### config.mk
export PLATFORM = sky130hd
export DESIGN_NAME = sha1_hash_engine_flat
export DESIGN_NICKNAME = d
export VERILOG_FILES = /design/src/sha1_pkg.sv /design/src/sha1_stream_if.sv /design/src/sha1_datapath.sv /design/src/sha1_ctrl.sv /design/src/sha1_hash_engine.sv /design/src/flat_wrapper.sv
export SDC_FILE = /design/constraint.sdc
export NUM_CORES = 2
export LEC_CHECK = 0
export BUFFER_PORTS_ARGS = -buffer_cell sky130_fd_sc_hd__buf_4
export CAP_MARGIN = 20
export CORE_MARGIN = 10
export CORE_UTILIZATION = 60
export CTS_CLUSTER_DIAMETER = 80
export CTS_CLUSTER_SIZE = 12
export DETAILED_ROUTE_END_ITERATION = 8
export GPL_TIMING_DRIVEN = 0
export HOLD_SLACK_MARGIN = 0.12
export PLACE_DENSITY = 0.76
export SETUP_SLACK_MARGIN = 0.4
export SYNTH_ARGS = -nofsm -noshare
export SYNTH_HDL_FRONTEND = slang
export SYNTH_SLANG_ARGS = --single-unit
### constraint.sdc
create_clock -name clock -period 38 [get_ports clock]
set_input_delay 1.9 -clock clock [delete_from_list [all_inputs] [get_ports clock]]
set_output_delay 1.9 -clock clock [all_outputs]
set_load 0.005 [all_outputs]
### src/sha1_pkg.sv
// sha1_pkg: types and constants shared by the sha-1 hash engine
// depends on nothing; imported by the channel interface and every module

package sha1_pkg;

   localparam int unsigned DIGEST_WORDS = 5;
   localparam int unsigned WINDOW_WORDS = 16;

   localparam logic [31:0] CHAIN_INIT [DIGEST_WORDS] = '{
      32'h6745_2301, 32'hEFCD_AB89, 32'h98BA_DCFE, 32'h1032_5476, 32'hC3D2_E1F0
   };

   localparam logic [31:0] ROUND_K0 = 32'h5A82_7999;
   localparam logic [31:0] ROUND_K1 = 32'h6ED9_EBA1;
   localparam logic [31:0] ROUND_K2 = 32'h8F1B_BCDC;
   localparam logic [31:0] ROUND_K3 = 32'hCA62_C1D6;

   // round counter bounds between the four round groups
   localparam logic [6:0] ROUND_GROUP1 = 7'd20;
   localparam logic [6:0] ROUND_GROUP2 = 7'd40;
   localparam logic [6:0] ROUND_GROUP3 = 7'd60;
   localparam logic [6:0] ROUND_LAST   = 7'd79;

   localparam logic [7:0] PAD_MARK   = 8'h80;
   localparam logic [5:0] LEN_POS    = 6'd56;
   localparam logic [5:0] BLOCK_LAST = 6'd63;
   localparam logic [2:0] WORD_LAST  = 3'd4;

   typedef enum logic [1:0] {
      SEL_MSG,
      SEL_MARK,
      SEL_ZERO,
      SEL_LEN
   } byte_sel_type;

   typedef struct packed {
      logic [7:0] data_byte;
      logic       byte_present;
      logic       message_end;
   } req_type;

   typedef struct packed {
      logic [31:0] digest_word;
      logic [2:0]  word_index;
      logic        last_word;
   } rsp_type;

   typedef struct packed {
      logic         shift;
      byte_sel_type byte_sel;
      logic         count_inc;
      logic         round_init;
      logic         round_step;
      logic         chain_add;
      logic         out_next;
      logic         finish;
   } dp_cmd_type;

   typedef struct packed {
      logic pos_last;
      logic pos_len;
      logic round_last;
      logic out_last;
   } dp_status_type;

endpackage

### src/sha1_stream_if.sv
// sha1_stream_if: valid/ready channel carrying one payload struct
// depends on sha1_pkg for the default payload type

interface sha1_stream_if import sha1_pkg::*; #(
   parameter type payload_type = req_type
) ();

   logic        valid;
   logic        ready;
   payload_type payload;

   modport source (output valid, output payload, input ready);
   modport sink   (input valid, input payload, output ready);

endinterface

### src/sha1_datapath.sv
// sha1_datapath: block window, round logic, chaining value, length counter
// depends on sha1_pkg; driven by sha1_ctrl through dp_cmd_type

module sha1_datapath import sha1_pkg::*; (
   input  logic          clock,
   input  logic          reset,
   input  logic [7:0]    data_byte,
   input  dp_cmd_type    cmd,
   output dp_status_type status,
   output rsp_type       rsp_payload
);

   logic [31:0] window_ff [WINDOW_WORDS];
   logic [31:0] window_in [WINDOW_WORDS];
   logic [31:0] vars_ff [DIGEST_WORDS];
   logic [31:0] vars_in [DIGEST_WORDS];
   logic [31:0] chain_ff [DIGEST_WORDS];
   logic [31:0] chain_in [DIGEST_WORDS];
   logic [63:0] count_ff;
   logic [63:0] count_in;
   logic [5:0]  pos_ff;
   logic [5:0]  pos_in;
   logic [6:0]  round_ff;
   logic [6:0]  round_in;
   logic [2:0]  idx_ff;
   logic [2:0]  idx_in;

   logic [7:0]  pad_byte;
   logic [31:0] sched;
   logic [31:0] f_val;
   logic [31:0] k_val;
   logic [31:0] t_val;

   // byte entering the window
   always_comb begin
      unique case (cmd.byte_sel)
         SEL_MSG:  pad_byte = data_byte;
         SEL_MARK: pad_byte = PAD_MARK;
         SEL_ZERO: pad_byte = 8'h00;
         SEL_LEN:  pad_byte = count_ff[63:56];
         default:  pad_byte = 8'h00;
      endcase
   end

   // next schedule word from the rolling window
   assign sched = window_ff[13] ^ window_ff[8] ^ window_ff[2] ^ window_ff[0];

   always_comb begin
      priority if (round_ff < ROUND_GROUP1) begin
         f_val = (vars_ff[1] & vars_ff[2]) | (~vars_ff[1] & vars_ff[3]);
         k_val = ROUND_K0;
      end else if (round_ff < ROUND_GROUP2) begin
         f_val = vars_ff[1] ^ vars_ff[2] ^ vars_ff[3];
         k_val = ROUND_K1;
      end else if (round_ff < ROUND_GROUP3) begin
         f_val = (vars_ff[1] & vars_ff[2]) | (vars_ff[1] & vars_ff[3]) |
                 (vars_ff[2] & vars_ff[3]);
         k_val = ROUND_K2;
      end else begin
         f_val = vars_ff[1] ^ vars_ff[2] ^ vars_ff[3];
         k_val = ROUND_K3;
      end
   end

   assign t_val = {vars_ff[0][26:0], vars_ff[0][31:27]} + f_val + vars_ff[4] + k_val +
                  window_ff[0];

   // window: byte shift while loading, word shift while rounds run
   always_comb begin
      window_in = window_ff;
      if (cmd.shift) begin
         for (int i = 0; i < WINDOW_WORDS - 1; i++) begin
            window_in[i] = {window_ff[i][23:0], window_ff[i+1][31:24]};
         end
         window_in[WINDOW_WORDS-1] = {window_ff[WINDOW_WORDS-1][23:0], pad_byte};
      end else if (cmd.round_step) begin
         for (int i = 0; i < WINDOW_WORDS - 1; i++) begin
            window_in[i] = window_ff[i+1];
         end
         window_in[WINDOW_WORDS-1] = {sched[30:0], sched[31]};
      end
   end

   always_comb begin
      vars_in = vars_ff;
      if (cmd.round_init) begin
         vars_in = chain_ff;
      end else if (cmd.round_step) begin
         vars_in[0] = t_val;
         vars_in[1] = vars_ff[0];
         vars_in[2] = {vars_ff[1][1:0], vars_ff[1][31:2]};
         vars_in[3] = vars_ff[2];
         vars_in[4] = vars_ff[3];
      end
   end

   always_comb begin
      chain_in = chain_ff;
      if (cmd.finish) begin
         chain_in = CHAIN_INIT;
      end else if (cmd.chain_add) begin
         for (int i = 0; i < DIGEST_WORDS; i++) begin
            chain_in[i] = chain_ff[i] + vars_ff[i];
         end
      end
   end

   always_comb begin
      count_in = count_ff;
      if (cmd.finish) begin
         count_in = '0;
      end else if (cmd.count_inc) begin
         count_in = count_ff + 64'd8;
      end else if (cmd.shift && cmd.byte_sel == SEL_LEN) begin
         count_in = {count_ff[55:0], 8'h00};
      end
   end

   always_comb begin
      pos_in = pos_ff;
      if (cmd.finish) begin
         pos_in = '0;
      end else if (cmd.shift) begin
         pos_in = pos_ff + 6'd1;
      end
   end

   always_comb begin
      round_in = round_ff;
      if (cmd.round_init) begin
         round_in = '0;
      end else if (cmd.round_step) begin
         round_in = round_ff + 7'd1;
      end
   end

   always_comb begin
      idx_in = idx_ff;
      if (cmd.finish) begin
         idx_in = '0;
      end else if (cmd.out_next) begin
         idx_in = idx_ff + 3'd1;
      end
   end

   always_ff @(posedge clock) begin
      window_ff <= window_in;
      vars_ff   <= vars_in;
      round_ff  <= round_in;
      if (reset) begin
         chain_ff <= CHAIN_INIT;
         count_ff <= '0;
         pos_ff   <= '0;
         idx_ff   <= '0;
      end else begin
         chain_ff <= chain_in;
         count_ff <= count_in;
         pos_ff   <= pos_in;
         idx_ff   <= idx_in;
      end
   end

   assign status.pos_last   = (pos_ff == BLOCK_LAST);
   assign status.pos_len    = (pos_ff == LEN_POS);
   assign status.round_last = (round_ff == ROUND_LAST);
   assign status.out_last   = (idx_ff == WORD_LAST);

   assign rsp_payload.digest_word = chain_ff[idx_ff];
   assign rsp_payload.word_index  = idx_ff;
   assign rsp_payload.last_word   = (idx_ff == WORD_LAST);

endmodule

### src/sha1_ctrl.sv
// sha1_ctrl: sequencer for byte loading, padding, compression and digest output
// depends on sha1_pkg; commands sha1_datapath through dp_cmd_type

module sha1_ctrl import sha1_pkg::*; (
   input  logic          clock,
   input  logic          reset,
   input  logic          req_valid,
   input  logic          byte_present,
   input  logic          message_end,
   output logic          req_ready,
   output logic          rsp_valid,
   input  logic          rsp_ready,
   input  dp_status_type status,
   output dp_cmd_type    cmd
);

   typedef enum logic [2:0] {
      S_IDLE,
      S_INIT,
      S_ROUND,
      S_ADD,
      S_MARK,
      S_ZERO,
      S_LEN,
      S_OUT
   } state_type;

   state_type state_ff;
   state_type state_in;
   state_type ret_ff;
   state_type ret_in;

   always_comb begin
      state_in = state_ff;
      ret_in   = ret_ff;
      cmd      = '0;
      cmd.byte_sel = SEL_MSG;
      unique case (state_ff)
         S_IDLE: begin
            if (req_valid) begin
               if (byte_present) begin
                  cmd.shift     = 1'b1;
                  cmd.count_inc = 1'b1;
               end
               if (byte_present && status.pos_last) begin
                  state_in = S_INIT;
                  ret_in   = message_end ? S_MARK : S_IDLE;
               end else if (message_end) begin
                  state_in = S_MARK;
               end
            end
         end
         S_INIT: begin
            cmd.round_init = 1'b1;
            state_in       = S_ROUND;
         end
         S_ROUND: begin
            cmd.round_step = 1'b1;
            if (status.round_last) begin
               state_in = S_ADD;
            end
         end
         S_ADD: begin
            cmd.chain_add = 1'b1;
            state_in      = ret_ff;
         end
         S_MARK: begin
            cmd.shift    = 1'b1;
            cmd.byte_sel = SEL_MARK;
            if (status.pos_last) begin
               state_in = S_INIT;
               ret_in   = S_ZERO;
            end else begin
               state_in = S_ZERO;
            end
         end
         S_ZERO: begin
            if (status.pos_len) begin
               state_in = S_LEN;
            end else begin
               cmd.shift    = 1'b1;
               cmd.byte_sel = SEL_ZERO;
               if (status.pos_last) begin
                  state_in = S_INIT;
                  ret_in   = S_ZERO;
               end
            end
         end
         S_LEN: begin
            cmd.shift    = 1'b1;
            cmd.byte_sel = SEL_LEN;
            if (status.pos_last) begin
               state_in = S_INIT;
               ret_in   = S_OUT;
            end
         end
         S_OUT: begin
            if (rsp_ready) begin
               cmd.out_next = 1'b1;
               if (status.out_last) begin
                  cmd.finish = 1'b1;
                  state_in   = S_IDLE;
               end
            end
         end
         default: begin
            state_in = S_IDLE;
         end
      endcase
   end

   always_ff @(posedge clock) begin
      if (reset) begin
         state_ff <= S_IDLE;
         ret_ff   <= S_IDLE;
      end else begin
         state_ff <= state_in;
         ret_ff   <= ret_in;
      end
   end

   assign req_ready = (state_ff == S_IDLE);
   assign rsp_valid = (state_ff == S_OUT);

endmodule

### src/sha1_hash_engine.sv
// sha1_hash_engine: streaming sha-1 engine, bytes in, five digest words out
// depends on sha1_pkg, sha1_stream_if, sha1_ctrl and sha1_datapath
//
//   port     dir  payload                                   transaction
//   req_ch   in   data_byte, byte_present, message_end      one message byte and/or end mark
//   rsp_ch   out  digest_word, word_index, last_word        one 32-bit digest word
//
// message bytes are taken one per cycle while idle; the byte that fills a 64-byte block
// then starts the load, 80 rounds in the single round unit and the chaining add
// an end mark pads one byte per cycle up to offset 56 (held during compressions), then
// a turn state, 8 length bytes, one or two compressions, five words out while rsp_ch is ready
// synchronous active-high reset restores the initial chaining value and a zero length
// a stalled rsp_ch holds the current word; no request is taken until all five leave

module sha1_hash_engine import sha1_pkg::*; (
   input logic          clock,
   input logic          reset,
   sha1_stream_if.sink   req_ch,
   sha1_stream_if.source rsp_ch
);

   dp_cmd_type    cmd;
   dp_status_type status;
   rsp_type       rsp_payload;

   // controller: handshakes and sequencing of load, pad, rounds and output
   sha1_ctrl u_ctrl (
      .clock        (clock),
      .reset        (reset),
      .req_valid    (req_ch.valid),
      .byte_present (req_ch.payload.byte_present),
      .message_end  (req_ch.payload.message_end),
      .req_ready    (req_ch.ready),
      .rsp_valid    (rsp_ch.valid),
      .rsp_ready    (rsp_ch.ready),
      .status       (status),
      .cmd          (cmd)
   );

   // datapath: message window, round unit, chaining value and bit length
   sha1_datapath u_datapath (
      .clock       (clock),
      .reset       (reset),
      .data_byte   (req_ch.payload.data_byte),
      .cmd         (cmd),
      .status      (status),
      .rsp_payload (rsp_payload)
   );

   assign rsp_ch.payload = rsp_payload;

endmodule

### src/flat_wrapper.sv
// flat-port wrapper written by rule: the top's interface ports become plain ports
module sha1_hash_engine_flat import sha1_pkg::*;
  (clock, reset, req_ch_valid, req_ch_payload, req_ch_ready, rsp_ch_valid, rsp_ch_payload, rsp_ch_ready);
  sha1_stream_if #(.payload_type(req_type)) req_ch_i ();
  sha1_stream_if #(.payload_type(rsp_type)) rsp_ch_i ();
  input logic clock;
  input logic reset;
  input wire logic [$bits(req_ch_i.valid)-1:0] req_ch_valid;
  input wire logic [$bits(req_ch_i.payload)-1:0] req_ch_payload;
  output wire logic [$bits(req_ch_i.ready)-1:0] req_ch_ready;
  output wire logic [$bits(rsp_ch_i.valid)-1:0] rsp_ch_valid;
  output wire logic [$bits(rsp_ch_i.payload)-1:0] rsp_ch_payload;
  input wire logic [$bits(rsp_ch_i.ready)-1:0] rsp_ch_ready;
  assign req_ch_i.valid = req_ch_valid;
  assign req_ch_i.payload = req_ch_payload;
  assign req_ch_ready = req_ch_i.ready;
  assign rsp_ch_valid = rsp_ch_i.valid;
  assign rsp_ch_payload = rsp_ch_i.payload;
  assign rsp_ch_i.ready = rsp_ch_ready;
  sha1_hash_engine u_core (.clock(clock), .reset(reset), .req_ch(req_ch_i), .rsp_ch(rsp_ch_i));
endmodule
# == After elaboration in Yosys (flattened, before gate mapping) ==
# Index checks and enable logic that the tools add are counted.
# totals
ff_bits,918
latch_bits,0
mem_bits_rw,0
rom_bits,0
in_bits,14
out_inout_bits,38
elab_cells,142
mem_count,0
# classes
add_sub_neg,13
multipliers,0
div_mod_pow,0
n_lt_le_gt_ge,4
n_eq_ne,22
shifts,0
mux,45
n_bitwise,14
n_reduce_logical,12
# ops
operator,n
$mux W512,2
$mux W160,2
$add A32 B32 Y32,9
$mux W32,7
$xor A32 B32 Y32,5
$and A32 B32 Y32,4
$mux W64,2
$bmux W32 S3,1
$or A32 B32 Y32,3
$add A64 B4 Y64 const B,1
$mux W3,16
$not A32 Y32,1
$pmux W8 S4,1
$mux W31,1
$pmux W3 S8,1
$eq A3 B3 Y1 const B,5
$lt A7 B6 Y1 const B,2
$eq A6 B6 Y1 const B,2
$pmux W3 S4,1
$reduce_and A5 Y1,2
$ne A2 B1 Y1 const B,4
$add A7 B1 Y7 const B,1
$eq A7 B7 Y1 const B,1
$lt A7 B5 Y1 const B,1
other kinds (20),35

# == Longest topological paths before layout ==
# logic_depth
ltp_word,12
depth_mapped,25
depth_no_buf,23

# == Hierarchy ==
# A second synthesis with hierarchy kept.
# hier_totals
cells_unflattened,4629
area_unflattened_um2,53003.3
# modules_own_cells
module,instances,cells_per_inst,area_per_inst_um2,seq_area_each_um2
sha1_datapath,1,4565,52529.1,24923.9
sha1_ctrl,1,64,474.2,120.1

# == Least setup slack after synthesis ==
# OpenSTA, ideal clock, no wires.
# synth_timing
kind,input-to-reg
start,input port req_ch_valid
end,"register u_core.u_datapath.window_ff[0] (netlist name), enable pin"
setup_time_ns,3.688
arrival_ns,11.055
required_time_ns,34.312
path_slack_ns,23.257
stages,4
path_buffers,2
cell_sequence,a32oi_1 clkbuf_1 clkbuf_1 nand2_1
# synth_between
elab_chain_len,3
# synth_lines
element,line_no,text
from (decl),flat_wrapper.sv:8,input wire logic [$bits(req_ch_i.valid)-1:0] req_ch_valid;
$mux W1,sha1_ctrl.sv:40,if (req_valid) begin
$pmux W1 S3,sha1_ctrl.sv:38,unique case (state_ff)
$reduce_bool A2 Y1 (no source line),-,
to (signal assigned),sha1_datapath.sv:147,window_ff <= window_in;
to (decl),sha1_datapath.sv:13,logic [31:0] window_ff [WINDOW_WORDS];
# No other way between the ends.
# A chain may end at the register's enable or synchronous reset.

==> summary.txt <==
Route
  • Remaining antenna violation count after routing: 0
  • Total Wirelength: 180,000 um
  • Router iterations before antenna repair: 7
  • Number of vias in the routed layout: 45,600
  • First DRT Iteration DRCs: 6,588
  • Routed WL per cell: 25.0 um
  • Avg Vias per Cell: 6.31
  • DRC: 0

Global routing
  • Maximum number of pins on one net before global-route repair: 75
  • Remaining global-route overflow: 0
  • Global router's overall resource usage: 0.352
  • Initial antenna violation count: 8
  • Global-route wire length before repair: 264,000 um
  • Vias in the first global route: 42,600

Worst setup path
  • Worst setup SP type: flop
  • Max FO, Critical Path: 10
  • Required time at the endpoint of the critical path: 38.38 ns
  • Depth of the most critical reg-to-reg path: 25
  • Critical path data arrival time: 7.86 ns
  • Category of the critical setup timing path: reg -> reg
  • Capturing element type of the critical path: flop

Logic synthesis
  • Yosys top cell area share: 0.383
  • Most numerous cell types in the synthesized netlist: nand2_1, edfxtp_1, a21oi_1, inv_1, o21ai_0
  • Most instantiated flip-flop cell in the synthesis netlist: edfxtp_1
  • Synth top area cells: edfxtp_1, nand2_1, dfxtp_1
  • Share of the yosys chip area belonging to registers: 0.475
  • Mean instance size in the synthesized netlist: 9.01 um2
  • Yosys warning count: 0
  • Post-Synthesis Net Count: 6,187
  • Largest area contributor in the synthesized netlist: edfxtp_1
  • Synthesized netlist cell count: 5,849
  • Cell Area, Synth: 52,700 um2
  • Cell with the most instances after synthesis: nand2_1
  • Number of synthesized register bits: 915
  • Proportion of register bits with asynchronous set or reset after synthesis: 0
  • Number of enable-type register cells in the synthesized netlist: 672
  • Number of different library cells in the post-synthesis netlist: 83

Final layout
  • Area overhead of the layout relative to synthesis: 9.39%
  • Fillers: 7,109
  • Net total in the final layout: 6,359
  • Fraction of final layout cells sized beyond drive strength 1: 0.0420

Timing
  • Hold Vio Cnt, Final: 0
  • Max-slew headroom: 0.0824
  • Largest clock skew in the final design: 0.0277 ns
  • Peak clock frequency supported by timing: 134 MHz
  • Final slew viol count: 0
  • Setup-violating endpoint count in the final report: 0
  • Setup Total Neg Slack: 0 ns
  • Min cycle time layout: 7.49 ns
  • Slew @ Worst Pin: 1.38 ns
  • Final worst path period share: 0.197
  • RSZ-0062 raised after global routing: false

Die
  • Vertical die dimension: 316 um
  • Initial standard-cell utilization of the core: 0.606
  • Core footprint: 87,000 um2
  • Die Width: 316 um
  • Placement row count: 108
  • Die ar.: 100,000 um2
  • I/O pin total: 52

Clock network
  • Clk pin slew, worst setup/hold paths: 0.07 ns
  • Total CTS buffers: 87
  • Clk sink count: 915
  • CTS tree: yes
  • CTS-repair resized insts: 0
  • Library cell used as clock root buffer: clkbuf_16
  • CTS H-tree depth: 3
  • Worst-Skew Late Latency: 0.68 ns
  • Buffer depth of the longest clock path: 3
  • Hold-fix buffers at CTS: 0
  • Post-CTS Setup Inserts: 0

Place
  • Number of buffers inserted by port buffering: 50
  • Placer's final routability congestion estimate: 1.02
  • Placed wire-length estimate after detailed placement: 137,000 um

Min path
  • Hold Crit Depth: 2
  • Path category of the worst min-delay check: reg -> reg

Outcome
  • Result of the run: completed

Run
  • Max capacitance violation total: 0
placed cells by master, fill, tap and decap left out, types with 63 or more instances in the layout:
| master | synthesis | layout |
|---|---|---|
| o21ai_0 | 272 | 272 |
| o211ai_1 | 63 | 63 |
| a21o_1 | 85 | 85 |
| nand2_1 | 2128 | 2126 |
| nand3_1 | 85 | 85 |
| dfxtp_1 | 243 | 243 |
| nor2_1 | 245 | 245 |
| ha_1 | 199 | 199 |
| a21oi_1 | 339 | 339 |
| fa_1 | 125 | 125 |
| inv_1 | 279 | 279 |
| clkbuf_16 | 0 | 87 |
| xnor2_1 | 177 | 177 |
| clkbuf_1 | 250 | 290 |
| xor2_1 | 70 | 70 |
| edfxtp_1 | 672 | 672 |
metrics by stage:
stage / hold WS, ns / std cells / util / worst slack, ns / area [um2]
after global routing: 0.504 / 7225 / 0.663 / 30.40 / 57700
after detailed placement: 0.469 / 7079 / 0.632 / 30.15 / 55000
after CTS: 0.477 / 7217 / 0.661 / 30.11 / 57600
after global placement: 0.461 / 7054 / 0.627 / 17.29 / 54500
after floorplan: 0.442 / 5849 / - / 23.26 / 52700
final: 0.478 / 7228 / 0.663 / 30.51 / 57700
worst paths after layout:
check	from	end	slack [ns]
setup / recovery	u_core.u_datapath.round_ff[3]	u_core.u_datapath.vars_ff[159]	30.51
hold / removal	u_core.u_datapath.round_ff[1]	u_core.u_datapath.round_ff[1]	0.48
setup reg to reg	u_core.u_datapath.round_ff[3]	u_core.u_datapath.vars_ff[159]	30.51
hold reg to reg	u_core.u_datapath.round_ff[1]	u_core.u_datapath.round_ff[1]	0.48
cells by family after synthesis:
group | synth area share
muxes | 0.0204
adders and majority gates | 0.0947
buffers and inverters | 0.0387
and+or+nand+nor | 0.208
xor gates and xnor gates | 0.0410
DFF | 0.475
AOI/OAI and AO/OA | 0.122
metal layers:
| layer | share of wire | vias to the layer above | wire (um) | GRT usage |
|---|---|---|---|---|
| li1 | - | 20300 | - | - |
| met1 | 0.37 | 21600 | 65900 | 0.457 |
| met2 | 0.44 | 3127 | 78700 | 0.531 |
| met3 | 0.13 | 627 | 23300 | 0.0905 |
| met4 | 0.070 | 4 | 12500 | 0.202 |
| met5 | 0.00016 | - | 28 | 0 |
critical path, stage by stage (launching register included):
cell	delay (ns)
dfxtp_1	0.45
and3_1	0.25
or3_1	0.12
clkbuf_1	0.85
inv_1	0.15
a21oi_1	0.21
clkbuf_1	0.54
clkbuf_1	0.35
a221oi_1	0.21
fa_1	0.55
fa_1	0.42
inv_1	0.08
ha_1	0.19
inv_1	0.06
fa_1	0.39
nor2b_1	0.12
o21ai_0	0.11
a21bo_2	0.25
a211o_1	0.30
a311oi_2	0.43
a221o_1	0.36
a21oi_1	0.15
o21ai_0	0.22
a21oi_1	0.17
xnor2_1	0.16
o21ai_0	0.10
state kept, by name, summed over array words and instances (netlist names):
signal and count:
u_core.u_datapath.count_ff 61, u_core.u_datapath.vars_ff 160, u_core.u_datapath.round_ff 7, u_core.u_datapath.idx_ff 3, u_core.u_ctrl.ret_ff 3, u_core.u_datapath.pos_ff 6
u_core.u_ctrl.state_ff 3, u_core.u_datapath.chain_ff 160, u_core.u_datapath.window_ff 512
final cells by class:
type / instances / area (um2) / area share
flip-flops and latches: 915 / 25000 / 0.434
inverters: 279 / 1050 / 0.0182
multi-input cells: 4391 / 25700 / 0.445
well taps: 1155 / 1450 / 0.0251
plain buffers: 264 / 991 / 0.0172
repair buffers: 83 / 961 / 0.0167
clock buffers: 129 / 2350 / 0.0408
diodes: 3 / 7.51 / 0.000130
clock inverters: 9 / 166 / 0.00289
Power is not shown: default switching activity piles up to over one toggle a cycle in this logic, so the estimate is an artifact.
